**src/hw/rtl/abvg_pkg.sv**
```systemverilog
`timescale 1ns / 1ps
package abvg_pkg;

	localparam int MAX_SEGMENTS = 256;
	localparam int CORDIC_STEPS = 18;
	localparam int DIV_STEPS = 41;
	localparam logic [32:0] CORDIC_X0 = 33'd652032874;

	typedef enum logic [2:0] {
		REG_CENTER_X = 3'd0,
		REG_CENTER_Y = 3'd1,
		REG_MID_RADIUS = 3'd2,
		REG_BAND_WIDTH = 3'd3,
		REG_START_ANGLE = 3'd4,
		REG_END_ANGLE = 3'd5,
		REG_SEGMENT_COUNT = 3'd6
	} reg_idx_t;

	// Divider stage: partial remainder and a dividend that turns into the quotient.
	typedef struct packed {
		logic vld;
		logic ok;
		logic neg;
		logic [8:0] rem;
		logic [DIV_STEPS-1:0] num;
	} div_t;

	typedef struct packed {
		logic vld;
		logic ok;
		logic flip;
		logic [32:0] x;
		logic [32:0] y;
		logic [25:0] z;
	} cordic_t;

	typedef struct packed {
		logic ovf;
		logic ok;
		logic [23:0] oy;
		logic [23:0] ox;
		logic [23:0] iy;
		logic [23:0] ix;
	} res_t;

	function automatic logic [21:0] atan_lut(input logic [4:0] i);
		logic [21:0] r;
		case (i)
			5'd0: r = 22'd2097152;
			5'd1: r = 22'd1238021;
			5'd2: r = 22'd654136;
			5'd3: r = 22'd332050;
			5'd4: r = 22'd166669;
			5'd5: r = 22'd83416;
			5'd6: r = 22'd41718;
			5'd7: r = 22'd20860;
			5'd8: r = 22'd10430;
			5'd9: r = 22'd5215;
			5'd10: r = 22'd2608;
			5'd11: r = 22'd1304;
			5'd12: r = 22'd652;
			5'd13: r = 22'd326;
			5'd14: r = 22'd163;
			5'd15: r = 22'd81;
			5'd16: r = 22'd41;
			5'd17: r = 22'd20;
			default: r = 22'd0;
		endcase
		return r;
	endfunction

endpackage

```
**src/hw/rtl/abvg_div_cell.sv**
```systemverilog
`timescale 1ns / 1ps
module abvg_div_cell (
	input  logic clk,
	input  logic arst_n,
	input  logic en,
	input  logic [8:0] divisor,
	input  abvg_pkg::div_t d_in,
	output abvg_pkg::div_t d_out
);
	abvg_pkg::div_t d_q;
	logic [9:0] trial;
	logic ge;
	logic [9:0] nrem;

	always_comb begin
		trial = {d_in.rem, d_in.num[abvg_pkg::DIV_STEPS-1]};
		ge = trial >= {1'b0, divisor};
		nrem = ge ? (trial - {1'b0, divisor}) : trial;
	end

	always_ff @(posedge clk or negedge arst_n) begin
		if (!arst_n) begin
			d_q.vld <= 1'b0;
		end else if (en) begin
			d_q.vld <= d_in.vld;
			d_q.ok <= d_in.ok;
			d_q.neg <= d_in.neg;
			d_q.rem <= nrem[8:0];
			d_q.num <= {d_in.num[abvg_pkg::DIV_STEPS-2:0], ge};
		end
	end

	assign d_out = d_q;
endmodule

```
**config.mk**
```make
export PLATFORM = sky130hd
export DESIGN_NAME = abvg_div_cell
export DESIGN_NICKNAME = d
export VERILOG_FILES = /design/src/hw/rtl/abvg_pkg.sv /design/src/hw/rtl/abvg_div_cell.sv
export SDC_FILE = /design/constraint.sdc
export NUM_CORES = 1
export LEC_CHECK = 0
export BUFFER_PORTS_ARGS = -buffer_cell sky130_fd_sc_hd__buf_2
export CAP_MARGIN = 20
export CORE_UTILIZATION = 40
export DETAILED_ROUTE_END_ITERATION = 16
export GPL_TIMING_DRIVEN = 0
export MAX_ROUTING_LAYER = met4
export PLACE_DENSITY_LB_ADDON = 0.3
export SYNTH_ARGS = -nofsm -noshare
export SYNTH_HDL_FRONTEND = slang
export SYNTH_SLANG_ARGS = --single-unit
```
**constraint.sdc**
```tcl
create_clock -name clk -period 0.8 [get_ports clk]
set_clock_uncertainty 0.15 [all_clocks]
set_input_delay 0.04 -clock clk [delete_from_list [all_inputs] [get_ports clk]]
set_output_delay 0.04 -clock clk [all_outputs]
set_load 0.005 [all_outputs]
```
==> impl_metrics.ini <==
[worst_setup_path]
critical_path_arrival_ns = 1.80
critPathRequiredTime_ns = 0.70
critPathMaxFanout = 2
end_kind = flop
critPathKind = input pin to flop
crit_path_start_kind = input pin

[finish]
antenna_cells = 0
area_delta_synth_final_pct = 59.8
largest_reg_flops = 53
postLayoutCoreUtil_pct = 66.1
seq_area_mm2 = 0.00159
fillers = 381
multi_input_area_um2 = 702
post_layout_nonfiller_instances = 386
design_area_mm2 = 0.00364
drive_above_1_share_pct = 49.7
nets = 388

[clock_tree]
clock-sinks = 53
cts_root_buffer = clkbuf_8
h-tree-depth = 2
numCtsBuffers = 5
clk_latency_ns = 0.29
clk_pin_slew_ns = 0.09
clockBufferDepth = 2
tritoncts = built
cts.hold.buffers_added = 43

[logic_synthesis]
synth_top_family_by_area = compound AO/OA/AOI/OAI gates
synth_edf_count = 52
yosysMostFrequentCell = edfxtp_1
synth_nets = 216
synth-compound-area-share_pct = 11.6
syn_area_per_cell_um2 = 16.2
ys.flop_type = edfxtp_1
synth_top_area_share_pct = 68.6
synth_common_cells = edfxtp_1 (52), inv_1 (12), ha_1 (9), a21oi_1 (6)
yosys.area_share.simple_pct = 4.56
synth.yosys.seq_area_share_pct = 69.7
ys_types = 45
synth-adder-area-share_pct = 5.82
synth-xor-area-share_pct = 1.15
netlist_top_cells_area = edfxtp_1 (69%), ha_1 (4.9%), inv_1 (2.0%)
synthMuxAreaShare_pct = 3.85
synth_area_leader_cell = edfxtp_1
netlist_area_mm2 = 0.00228
synthCells = 141
ys_ff_latch = 53
async_flop_share_pct = 1.89
yosys_warnings = 0

[sta]
grt_setup_unrepaired = true
finalCritPeriodShare_pct = 238
holdWs_ns = -0.179
setup_viol = 67
setup_slack_ns = -1.10
clock.fmax_mhz = 526
fin_crit_ns = 1.90
drv_slew = 0
relSlewSlack_pct = 73.9
hold_violations = 9
tightestPinTransition_ns = 0.382
tns_ns = -20.02

[detailed_routing]
drt_iter0_drc = 77
ant_nets = 0
wl_per_cell_um = 14.2
vias = 1832
routed_via_density = 4.75
firstDrtPassIters = 5
post-route-drc-count = 0
routed_wl_um = 5460

[min_path]
holdCritPathClass = input pin to flop

[floorplanning]
fp.dieH_um = 77.5
rows = 27
die_area_mm2 = 0.00600
initial_core_util_pct = 41.4
core-area_mm2 = 0.00551
fp.dieW_um = 77.5
io-pin-count = 118

[grt]
grt_max_degree = 27
grt_pass1_wl_um = 8830
grt_pass1_vias = 1800
grt_use_total_pct = 20.1
antenna_found_initial = 0
overflow = 0

[place]
gp_congestion = 0.830
dp_hpwl_um = 3410
portBuffers = 117
dp_slack_ns = -1.70
place_area_mm2 = 0.00298
dp_cells = 330

[run_status]
status = finished with violations
violations = negative hold slack, negative setup slack

[power_and_ir_drop]
p_per_area_mw_per_mm2 = 1670
max-vdd-ir-drop_v = 0.000918
p_leak_uw = 0.00157

[job]
max_cap_violations = 0
## per-layer routing
metal  vias up  global-route usage, %  wire length, um
li1        891                      -                -
met1       832                   22.7             2180
met2        99                   35.8             2790
met3        10                   2.94              355
met4         0                   7.74              134
met5         -                      -                0
## worst max-delay path, stage by stage
cell and delay (ns):
buf_8 0.11, inv_12 0.04, ha_4 0.11, inv_2 0.03
fa_2 0.36, a211oi_4 0.26, o21ai_2 0.11, a211oi_4 0.29
buf_6 0.15, mux2_4 0.29
## area by class of cell
type | count | area share [%]
timing repair buffer | 166 | 30.0
clock buffer | 6 | 1.99
inverter | 13 | 1.75
buffer | 2 | 0.447
clock inverter | 2 | 0.413
multi-input combinational | 72 | 19.3
tap | 72 | 2.48
sequential | 53 | 43.6
## metrics by stage
step | hold WS (ns) | total power (uW)
after global routing | -0.188 | 6390
after CTS | -0.184 | 6070
after floorplan | -0.406 | 3950
after global placement | -0.328 | 4390
after detailed placement | -0.326 | 4410
final | -0.179 | 6080
## where the power goes
part	internal, uW	switching, uW	total [uW]	leakage (uW)
Clock	617	799	1420	0.0000374
Combinational	734	594	1330	0.00103
Sequential	3290	48.8	3340	0.000500
Total	4640	1440	6080	0.00157
## cell usage in the layout (no fill, tap or decap), drive strengths merged, types with 3 or more instances in the layout
master | synthesis | layout
ha | 9 | 9
buf | 2 | 125
a211oi | 4 | 4
dlygate4sd3 | 0 | 42
clkbuf | 2 | 6
nand2 | 4 | 4
mux2 | 5 | 5
nand2b | 3 | 3
a21o | 3 | 3
o211ai | 4 | 4
a21oi | 6 | 6
inv | 13 | 13
edfxtp | 52 | 52
## what timing repair did
action                     CTS  global route
setup buffers                6             2
hold endpoints to repair    50             9
resized for setup           14             5
cloned                       1             0
pin swaps                    9             5
setup endpoints to repair  116            67
## logic make-up (layout without fill, tap and decap cells)
logic type,after synthesis,in the layout
simple gates,18,19
buf+inv,17,189
compound gates,33,33
flops,53,53
fa+ha+maj,10,10
xor+xnor,3,3
mux,7,7
## worst paths after layout
kind,slack (ns),endpoint,from,cells after the start
setup / recovery,-1.10,d_out[42],d_in[40],10
hold / removal,-0.18,d_out[52],d_in[52],2
setup reg to reg,-0.10,d_out[52],d_out[52],1
hold reg to reg,0.38,d_out[52],d_out[52],1
max in group asynchronous,0.47,d_out[52],arst_n,2
min in group asynchronous,-0.08,d_out[52],arst_n,2
No activity file was read; power rests on OpenSTA's default activity.
