`src/hw/rtl/abvg_pkg.sv`:
```
`timescale 1ns / 1ps
package abvg_pkg;

	localparam int MAX_SEGMENTS = 256;
	localparam int CORDIC_STEPS = 18;
	localparam int DIV_STEPS = 41;
	localparam logic [32:0] CORDIC_X0 = 33'd652032874;

	typedef enum logic [2:0] {
		REG_CENTER_X = 3'd0,
		REG_CENTER_Y = 3'd1,
		REG_MID_RADIUS = 3'd2,
		REG_BAND_WIDTH = 3'd3,
		REG_START_ANGLE = 3'd4,
		REG_END_ANGLE = 3'd5,
		REG_SEGMENT_COUNT = 3'd6
	} reg_idx_t;

	// Divider stage: partial remainder and a dividend that turns into the quotient.
	typedef struct packed {
		logic vld;
		logic ok;
		logic neg;
		logic [8:0] rem;
		logic [DIV_STEPS-1:0] num;
	} div_t;

	typedef struct packed {
		logic vld;
		logic ok;
		logic flip;
		logic [32:0] x;
		logic [32:0] y;
		logic [25:0] z;
	} cordic_t;

	typedef struct packed {
		logic ovf;
		logic ok;
		logic [23:0] oy;
		logic [23:0] ox;
		logic [23:0] iy;
		logic [23:0] ix;
	} res_t;

	function automatic logic [21:0] atan_lut(input logic [4:0] i);
		logic [21:0] r;
		case (i)
			5'd0: r = 22'd2097152;
			5'd1: r = 22'd1238021;
			5'd2: r = 22'd654136;
			5'd3: r = 22'd332050;
			5'd4: r = 22'd166669;
			5'd5: r = 22'd83416;
			5'd6: r = 22'd41718;
			5'd7: r = 22'd20860;
			5'd8: r = 22'd10430;
			5'd9: r = 22'd5215;
			5'd10: r = 22'd2608;
			5'd11: r = 22'd1304;
			5'd12: r = 22'd652;
			5'd13: r = 22'd326;
			5'd14: r = 22'd163;
			5'd15: r = 22'd81;
			5'd16: r = 22'd41;
			5'd17: r = 22'd20;
			default: r = 22'd0;
		endcase
		return r;
	endfunction

endpackage

```
`src/hw/rtl/abvg_cordic_cell.sv`:
```
`timescale 1ns / 1ps
module abvg_cordic_cell (
	input  logic clk,
	input  logic arst_n,
	input  logic en,
	input  logic [4:0] step,
	input  abvg_pkg::cordic_t c_in,
	output abvg_pkg::cordic_t c_out
);
	abvg_pkg::cordic_t c_q;
	logic signed [32:0] xs, ys, nx, ny;
	logic signed [25:0] at, nz;

	always_comb begin
		xs = $signed(c_in.x) >>> step;
		ys = $signed(c_in.y) >>> step;
		at = $signed({4'b0, abvg_pkg::atan_lut(step)});
		if (!c_in.z[25]) begin
			nx = $signed(c_in.x) - ys;
			ny = $signed(c_in.y) + xs;
			nz = $signed(c_in.z) - at;
		end else begin
			nx = $signed(c_in.x) + ys;
			ny = $signed(c_in.y) - xs;
			nz = $signed(c_in.z) + at;
		end
	end

	always_ff @(posedge clk or negedge arst_n) begin
		if (!arst_n) begin
			c_q.vld <= 1'b0;
		end else if (en) begin
			c_q.vld <= c_in.vld;
			c_q.ok <= c_in.ok;
			c_q.flip <= c_in.flip;
			c_q.x <= nx;
			c_q.y <= ny;
			c_q.z <= nz;
		end
	end

	assign c_out = c_q;
endmodule

```
`config.mk`:
```
export PLATFORM = sky130hd
export DESIGN_NAME = abvg_cordic_cell
export DESIGN_NICKNAME = d
export VERILOG_FILES = /design/src/hw/rtl/abvg_pkg.sv /design/src/hw/rtl/abvg_cordic_cell.sv
export SDC_FILE = /design/constraint.sdc
export NUM_CORES = 1
export LEC_CHECK = 0
export ABC_CLOCK_PERIOD_IN_PS = 800
export CORE_UTILIZATION = 61
export CTS_CLUSTER_SIZE = 10
export DETAILED_ROUTE_END_ITERATION = 12
export DONT_BUFFER_PORTS = 1
export GPL_ROUTABILITY_DRIVEN = 0
export PLACE_DENSITY = 0.79
export SLEW_MARGIN = 10
export SYNTH_ARGS = -nofsm -noshare
export SYNTH_HDL_FRONTEND = slang
export SYNTH_SLANG_ARGS = --single-unit
```
`constraint.sdc`:
```
create_clock -name clk -period 0.8 [get_ports clk]
set_input_delay 0.16 -clock clk [delete_from_list [all_inputs] [get_ports clk]]
set_output_delay 0.16 -clock clk [all_outputs]
set_load 0.01 [all_outputs]
```
==> results of run 1 <==
repair_timing:
| item | 4_1_cts |
|---|---|
| endpoints found under the setup margin | 187 |
| pin swaps | 82 |
| hold endpoints to repair | 5 |
| resized for setup | 144 |
| buffers inserted | 50 |
| hold buffers | 6 |
stage by stage:
stage	TNS, ns	hold WS (ns)
3_5_place_dp	-322.37	-0.136
4_1_cts	-288.62	-0.00547
2_1_floorplan	-352.01	-0.136
3_3_place_gp	-309.92	-0.136
kinds of logic after synthesis:
group	share of synthesized area, %
flops	19.9
xor+xnor	9.47
mux	17.7
fa+ha+maj	9.06
buf+inv	4.74
simple gates	16.3
compound gates	22.9
layer usage:
layer | GRT overflow | global-route usage [%]
met5 | 7 | 44.3
met4 | 116 | 84.6
met3 | 18 | 69.9
met2 | 180 | 96.7
met1 | 11 | 80.9
==> impl_metrics.yaml, run 1 <==
synth:
  syn_area_um2: 14300
  yosys-top-cells-area: "edfxtp_1, mux4_2, ha_1"
  avgSynthCellArea_um2: 8.94
  synth.most_common_cell: "nor2_1"
  syn_inst: 1604
  synth_edf_count: 94
  ys_warn_count: 0
  ys_seq_area_share_pct: 19.9
  yosys-top-cells-count: "nor2_1, a21oi_1, nand2_1, ha_1, o21ai_0"
  ys_types: 106
  synthArstFlopShare_pct: 1.05
  synth_ff_type: "edfxtp_1"
  synth_seq_cells: 95
  yosys.area.top_type: "edfxtp_1"
  yosysTopAreaCellShare_pct: 19.7
  syn_nets: 1809
place:
  placed_area_um2: 18500
  dp_cells: 2348
  hpwl_um: 42200
  portBuffers: 0
  place_worst_setup_slack_ns: -4.60
die:
  die_w_um: 155
  start_util_pct: 62.8
  rows: 55
  die_h_um: 155
  io_pins: 198
run_status:
  error: "[ERROR GRT-0232] Routing congestion too high. Check the congestion heatmap in the GUI."
  failing_step: "global routing (5_1_grt)"
  status: "aborted with a tool error"
clocking:
  clock_sinks: 95
  htree_num_levels: 3
  clockBufferDepth: 2
  cts_buffers: 9
  cts_root_buf: "clkbuf_16"
grt:
  grt_max_degree: 115
  grt_usage_pct: 82.4
  grt_overflow: 332
==> run 2, diff against run 1 <==
Settings changed: ABC_CLOCK_PERIOD_IN_PS 800 to 1040, CORE_UTILIZATION 61 to 40, CTS_CLUSTER_SIZE 10 to default, PLACE_DENSITY 0.79 to default, PLACE_DENSITY_LB_ADDON from default to 0.15.
Clock period 0.8 ns to 1.04 ns, I/O delays scaled along.
==> impl_metrics.yaml, run 2 <==
final_layout:
  final_common_cell: "buf_4"
  nFillCells: 2926
  multi_input_area_um2: 12200
  area_growth_pct: 47.7
  postLayoutCoreUtil_pct: 60.7
  regArea_um2: 2850
  largest_reg_flops: 95
  drive_above_1_share_pct: 45.5
  diodes: 0
  layout_common_cells: "buf_4, nor2_1, nand2_1"
  layout.nets: 2367
synth:
  synth_ff_type: "edfxtp_1"
  syn_area_um2: 14300
  yosysTopAreaCellShare_pct: 19.7
  synth.most_common_cell: "nor2_1"
  ys_seq_area_share_pct: 19.9
  yosys.area.top_type: "edfxtp_1"
  syn_inst: 1604
  yosys-top-cells-count: "nor2_1, a21oi_1, nand2_1, ha_1, o21ai_0"
  avgSynthCellArea_um2: 8.94
  synth_seq_cells: 95
  ys_types: 106
  ys_warn_count: 0
  synth_edf_count: 94
  syn_nets: 1809
  synthArstFlopShare_pct: 1.05
  yosys-top-cells-area: "edfxtp_1, mux4_2, ha_1"
timing:
  min_period_over_period_pct: 480
  slew_violations: 0
  rsz0062_at_grt: "yes"
  final-setup-viol-count: 101
  finClkSkew_ns: 0
  worst_pin_slew_ns: 0.796
  max_freq_ghz: 0.200
  relSlewSlack_pct: 46.2
  timing.hold.ws_ns: 0.0152
  worst_slack_ns: -3.96
  hold_viol_final: 0
  finalCriticalPeriod_ns: 5.00
  fin_tns_setup_ns: -262.09
setup_path:
  reg2reg_slack_ns: 0.24
  worst_ep_arrival_time_ns: 5.13
  endpoint_kind: "flip-flop"
  r2r-end: "c_out[94]"
  critPathMaxStageDelay_ns: 0.57
  path_class: "input pin to flip-flop"
  critPathLaunchType: "input pin"
  r2r_cells: 1
  cp_max_fo: 114
  slowest_stage: "mux4_2"
  r2r-start: "c_out[94]"
  cp.required_ns: 1.18
  crit_chain: "mux4_2 > mux2_4 > mux2i_1 > nand2b_1 > o21a_1 > ha_2 > inv_2 > nand4bb_4 > or3_4 > nor4b_4 > and2_4 > a21oi_2 > xnor2_1 > ha_1 > a211oi_2 > o21bai_1 > a221o_1 > a21o_1 > a41o_1 > buf_6 > o31ai_4 > o21bai_1 > a21oi_2 > xnor2_1"
drt:
  drc: 0
  routed_wl_um: 56000
  drt.antenna.violating_nets: 0
  drt_iter0_markers: 1577
  drtPass1Iterations: 7
  num_vias: 15700
  wire_per_inst_um: 21.4
  via_per_inst: 5.99
die:
  dieArea_um2: 36600
  die_h_um: 191
  io_pins: 198
  core_area_um2: 34900
  die_w_um: 191
  start_util_pct: 41.1
  rows: 68
clocking:
  htree_num_levels: 3
  clockBufferDepth: 2
  cts_root_buf: "clkbuf_16"
  cts_tree: "yes"
  clock_latency_ns: 0.38
  clock_sinks: 95
  cts_buffers: 9
  clk_pin_slew_ns: 0.08
grt:
  grt_max_degree: 115
  grt_pass1_vias: 15400
  grt_overflow: 0
  antenna_found_initial: 0
  grt_pass1_wl_um: 85200
  grt_usage_pct: 30.1
min_path:
  hold_start: "c_in[59]"
  holdPathEnd: "c_out[59]"
  holdCritPathClass: "input pin to flip-flop"
  hold_depth: 1
power:
  peakVddDrop_mv: 0.948
  power.static_leakage_uw: 0.00894
  power.density_nw_per_um2: 1250
flow_run:
  drv_cap: 0
run_status:
  status: "finished, violations left"
  violations: "setup timing"
place:
  hpwl_um: 42500
  portBuffers: 0
-- run 2: cell counts after synthesis --
Identical to the previous run, type by type.
-- run 2: critical path: cells and delay by family --
kind            cells  cell delay [ns]
xor+xnor            2             0.20
mux                 3             1.00
compound gates     10             1.69
simple gates        5             1.21
buf+inv             2             0.18
fa+ha+maj           2             0.53
-- run 2: kinds of logic (layout without fill, tap and decap cells) --
kind of cell	count (synthesis)	after routing	synth area share, %
fa+ha+maj	102	102	9.06
simple gates	457	457	16.3
flops	95	95	19.9
xor+xnor	155	155	9.47
buf+inv	139	702	4.74
mux	161	161	17.7
compound gates	495	495	22.9
-- run 2: what timing repair did --
action | 4_1_cts | 5_1_grt
buffers inserted | 66 | 53
hold buffers | 5 | 0
hold endpoints to repair | 5 | 0
pin swaps | 90 | 128
resized for setup | 158 | 140
setup endpoints to repair | 135 | 173
-- run 2: cell type report --
class	instances	area share [%]
sequential	95	13.4
timing repair buffer	642	24.1
inverter	44	0.827
tap	455	2.69
clock inverter	1	0.0236
multi-input combinational	1370	57.6
clock buffer	15	1.26
-- run 2: how the worst max path moves through the flow --
stage	slack, ns	startpoint	to
after detailed placement	-4.35	step[0]	c_out[84]
after CTS	-3.78	step[0]	c_out[84]
after floorplan	-4.56	step[0]	c_out[90]
after global placement	-4.25	step[0]	c_out[90]
final	-3.96	step[0]	c_out[84]
after global routing	-4.08	step[0]	c_out[84]
-- run 2: layer usage --
metal	vias to the layer above	routed length [µm]	GRT usage [%]
met1	7518	22000	36.7
met2	761	26800	50.4
met3	144	5020	7.42
met5	-	0	0
li1	7281	-	-
met4	0	2170	12.7
-- run 2: stage by stage --
stage               instances  setup WS, ns  power (µW)  cell area (µm²)
floorplan                1604         -4.56       14400            14700
global placement         2520         -4.25       19900            18900
detailed placement       2520         -4.35       20100            18900
CTS                      2595         -3.78       25100            20400
global route             2622         -4.08       28000            21200
finish                   2622         -3.96       26400            21200
-- run 2: report_power, final --
group	total, µW	internal [µW]	switching, µW
clock	3310	1750	1560
sequential	5910	5370	548
combinational	17200	9190	7990
(Power assumes the default switching activity.)
==> run 3, diff against run 2 <==
Settings changed: ABC_CLOCK_PERIOD_IN_PS 1040 to 6200.
Clock period 1.04 ns to 6.2 ns, I/O delays scaled along.
==> impl_metrics.yaml, run 3 (synthesis gave the netlist of run 2 again) <==
setup_path:
  critPathLaunchType: "input pin"
  endpoint: "c_out[90]"
  r2r-start: "c_out[94]"
  r2r_cells: 1
  reg2reg_slack_ns: 5.41
  cp.required_ns: 6.30
  path_class: "input pin to flip-flop"
  cp_max_fo: 114
  r2r-end: "c_out[94]"
  worst_ep_arrival_time_ns: 6.23
  crit_start: "step[0]"
  endpoint_kind: "flip-flop"
die:
  dieArea_um2: 36600
  io_pins: 198
  start_util_pct: 41.1
  rows: 68
  die_w_um: 191
  die_h_um: 191
  core_area_um2: 34900
place:
  hpwl_um: 39700
  portBuffers: 0
clocking:
  cts_root_buf: "clkbuf_16"
  clockBufferDepth: 2
  cts_tree: "yes"
  htree_num_levels: 3
  clock_latency_ns: 0.37
  cts_buffers: 9
  clk_pin_slew_ns: 0.07
  clock_sinks: 95
timing:
  fin_tns_setup_ns: 0
  finalCriticalPeriod_ns: 6.12
  max_freq_ghz: 0.163
  worst_pin_slew_ns: 0.878
  relSlewSlack_pct: 41.0
  min_period_over_period_pct: 98.8
  final-setup-viol-count: 0
  timing.hold.ws_ns: 0.556
  rsz0062_at_grt: "yes"
  slew_violations: 0
  hold_viol_final: 0
  finClkSkew_ns: 0
final_layout:
  final_common_cell: "buf_4"
  layout_common_cells: "buf_4, nor2_1, a21oi_1"
  layout.nets: 1945
  drive_above_1_share_pct: 23.0
  largest_reg_flops: 95
  area_growth_pct: 16.4
  diodes: 0
grt:
  grt_usage_pct: 27.6
  grt_overflow: 0
  grt_pass1_wl_um: 77300
  antenna_found_initial: 1
  grt_pass1_vias: 12900
  grt_max_degree: 115
power:
  peakVddDrop_mv: 0.148
  power.static_leakage_uw: 0.00668
  power.density_nw_per_um2: 219
drt:
  via_per_inst: 6.23
  wire_per_inst_um: 23.2
  drc: 0
  drtPass1Iterations: 7
  num_vias: 13700
  drt.antenna.violating_nets: 0
  drt_iter0_markers: 1405
  routed_wl_um: 51000
flow_run:
  drv_cap: 0
min_path:
  holdCritPathClass: "input pin to async pin"
run_status:
  status: "completed"
[run 3: cell count changes in the layout (fill, tap and decap cells not counted), moves of 18 or more]
| cell | delta |
|---|---|
| a21oi_1 | +36 |
| buf_6 | -52 |
| o21ai_0 | +25 |
| a21oi_2 | -28 |
| nor2_1 | +18 |
| buf_4 | -363 |
[run 3: cell type report]
cell class,instances,area (µm²)
multi-input cells,1370,11100
flip-flops and latches,95,2850
well taps,455,569
clock buffers,12,246
inverters,44,169
fillers,3357,18200
repair buffers,220,1710
clock inverters,4,95.1
[run 3: worst min-delay path by stage]
stage / cells after the start / from / end / slack [ns]
final: 0 / arst_n / c_out[94] / 0.56
after floorplan: 1 / c_out[94] / c_out[94] / 0.55
after detailed placement: 1 / c_out[94] / c_out[94] / 0.57
after global routing: 0 / arst_n / c_out[94] / 0.53
after CTS: 0 / arst_n / c_out[94] / 0.53
after global placement: 1 / c_out[94] / c_out[94] / 0.56
[run 3: through the flow]
step	cells	utilization, %	total power (µW)	worst slack [ns]	instance area (µm²)
2_1_floorplan	1604	-	2370	-0.438	14500
3_3_place_gp	2182	46.4	2920	-0.315	16200
3_5_place_dp	2182	46.4	2930	-0.383	16200
4_1_cts	2198	47.4	3630	0.0425	16500
5_1_grt	2200	47.9	3880	-0.0683	16700
6_report	2200	47.9	3650	0.0752	16700
[run 3: repair_timing]
action / CTS / global route
resized for setup: 1 / 26
pin swaps: 0 / 18
buffers inserted: 0 / 2
endpoints found under the setup margin: 1 / 16
cloned: 0 / 0
hold buffers: 0 / 0
[run 3: critical path: stages]
cell and delay [ns]:
mux4_2 0.55, mux2_4 0.29, mux2i_2 0.18, buf_4 0.15
nor2_2 0.03, a21oi_2 0.13, ha_2 0.21, inv_2 0.03
nand4bb_4 0.19, or3_4 0.42, nor4b_4 0.31, and2_4 0.20
a21oi_2 0.05, xor2_1 0.14, ha_1 0.32, nand4_1 0.13
inv_1 0.05, a221o_1 0.36, a21o_1 0.18, a41o_1 0.27
o311ai_4 0.31, a31oi_4 0.17, nand4_1 0.14, o311ai_2 0.10
[run 3: report_power, final]
part,switching [µW],internal [µW]
registers,93.7,900
clock network,264,405
logic,1040,944
total,1400,2250
[run 3: layer usage]
metal | wire [µm] | share of wire [%] | global-route usage [%] | vias to the layer above
met2 | 23800 | 47 | 44.4 | 639
met3 | 4390 | 8.6 | 6.68 | 106
met4 | 1770 | 3.5 | 9.74 | 2
li1 | - | - | - | 6421
met5 | 9 | 0.018 | 0 | -
met1 | 21100 | 41 | 35.8 | 6543
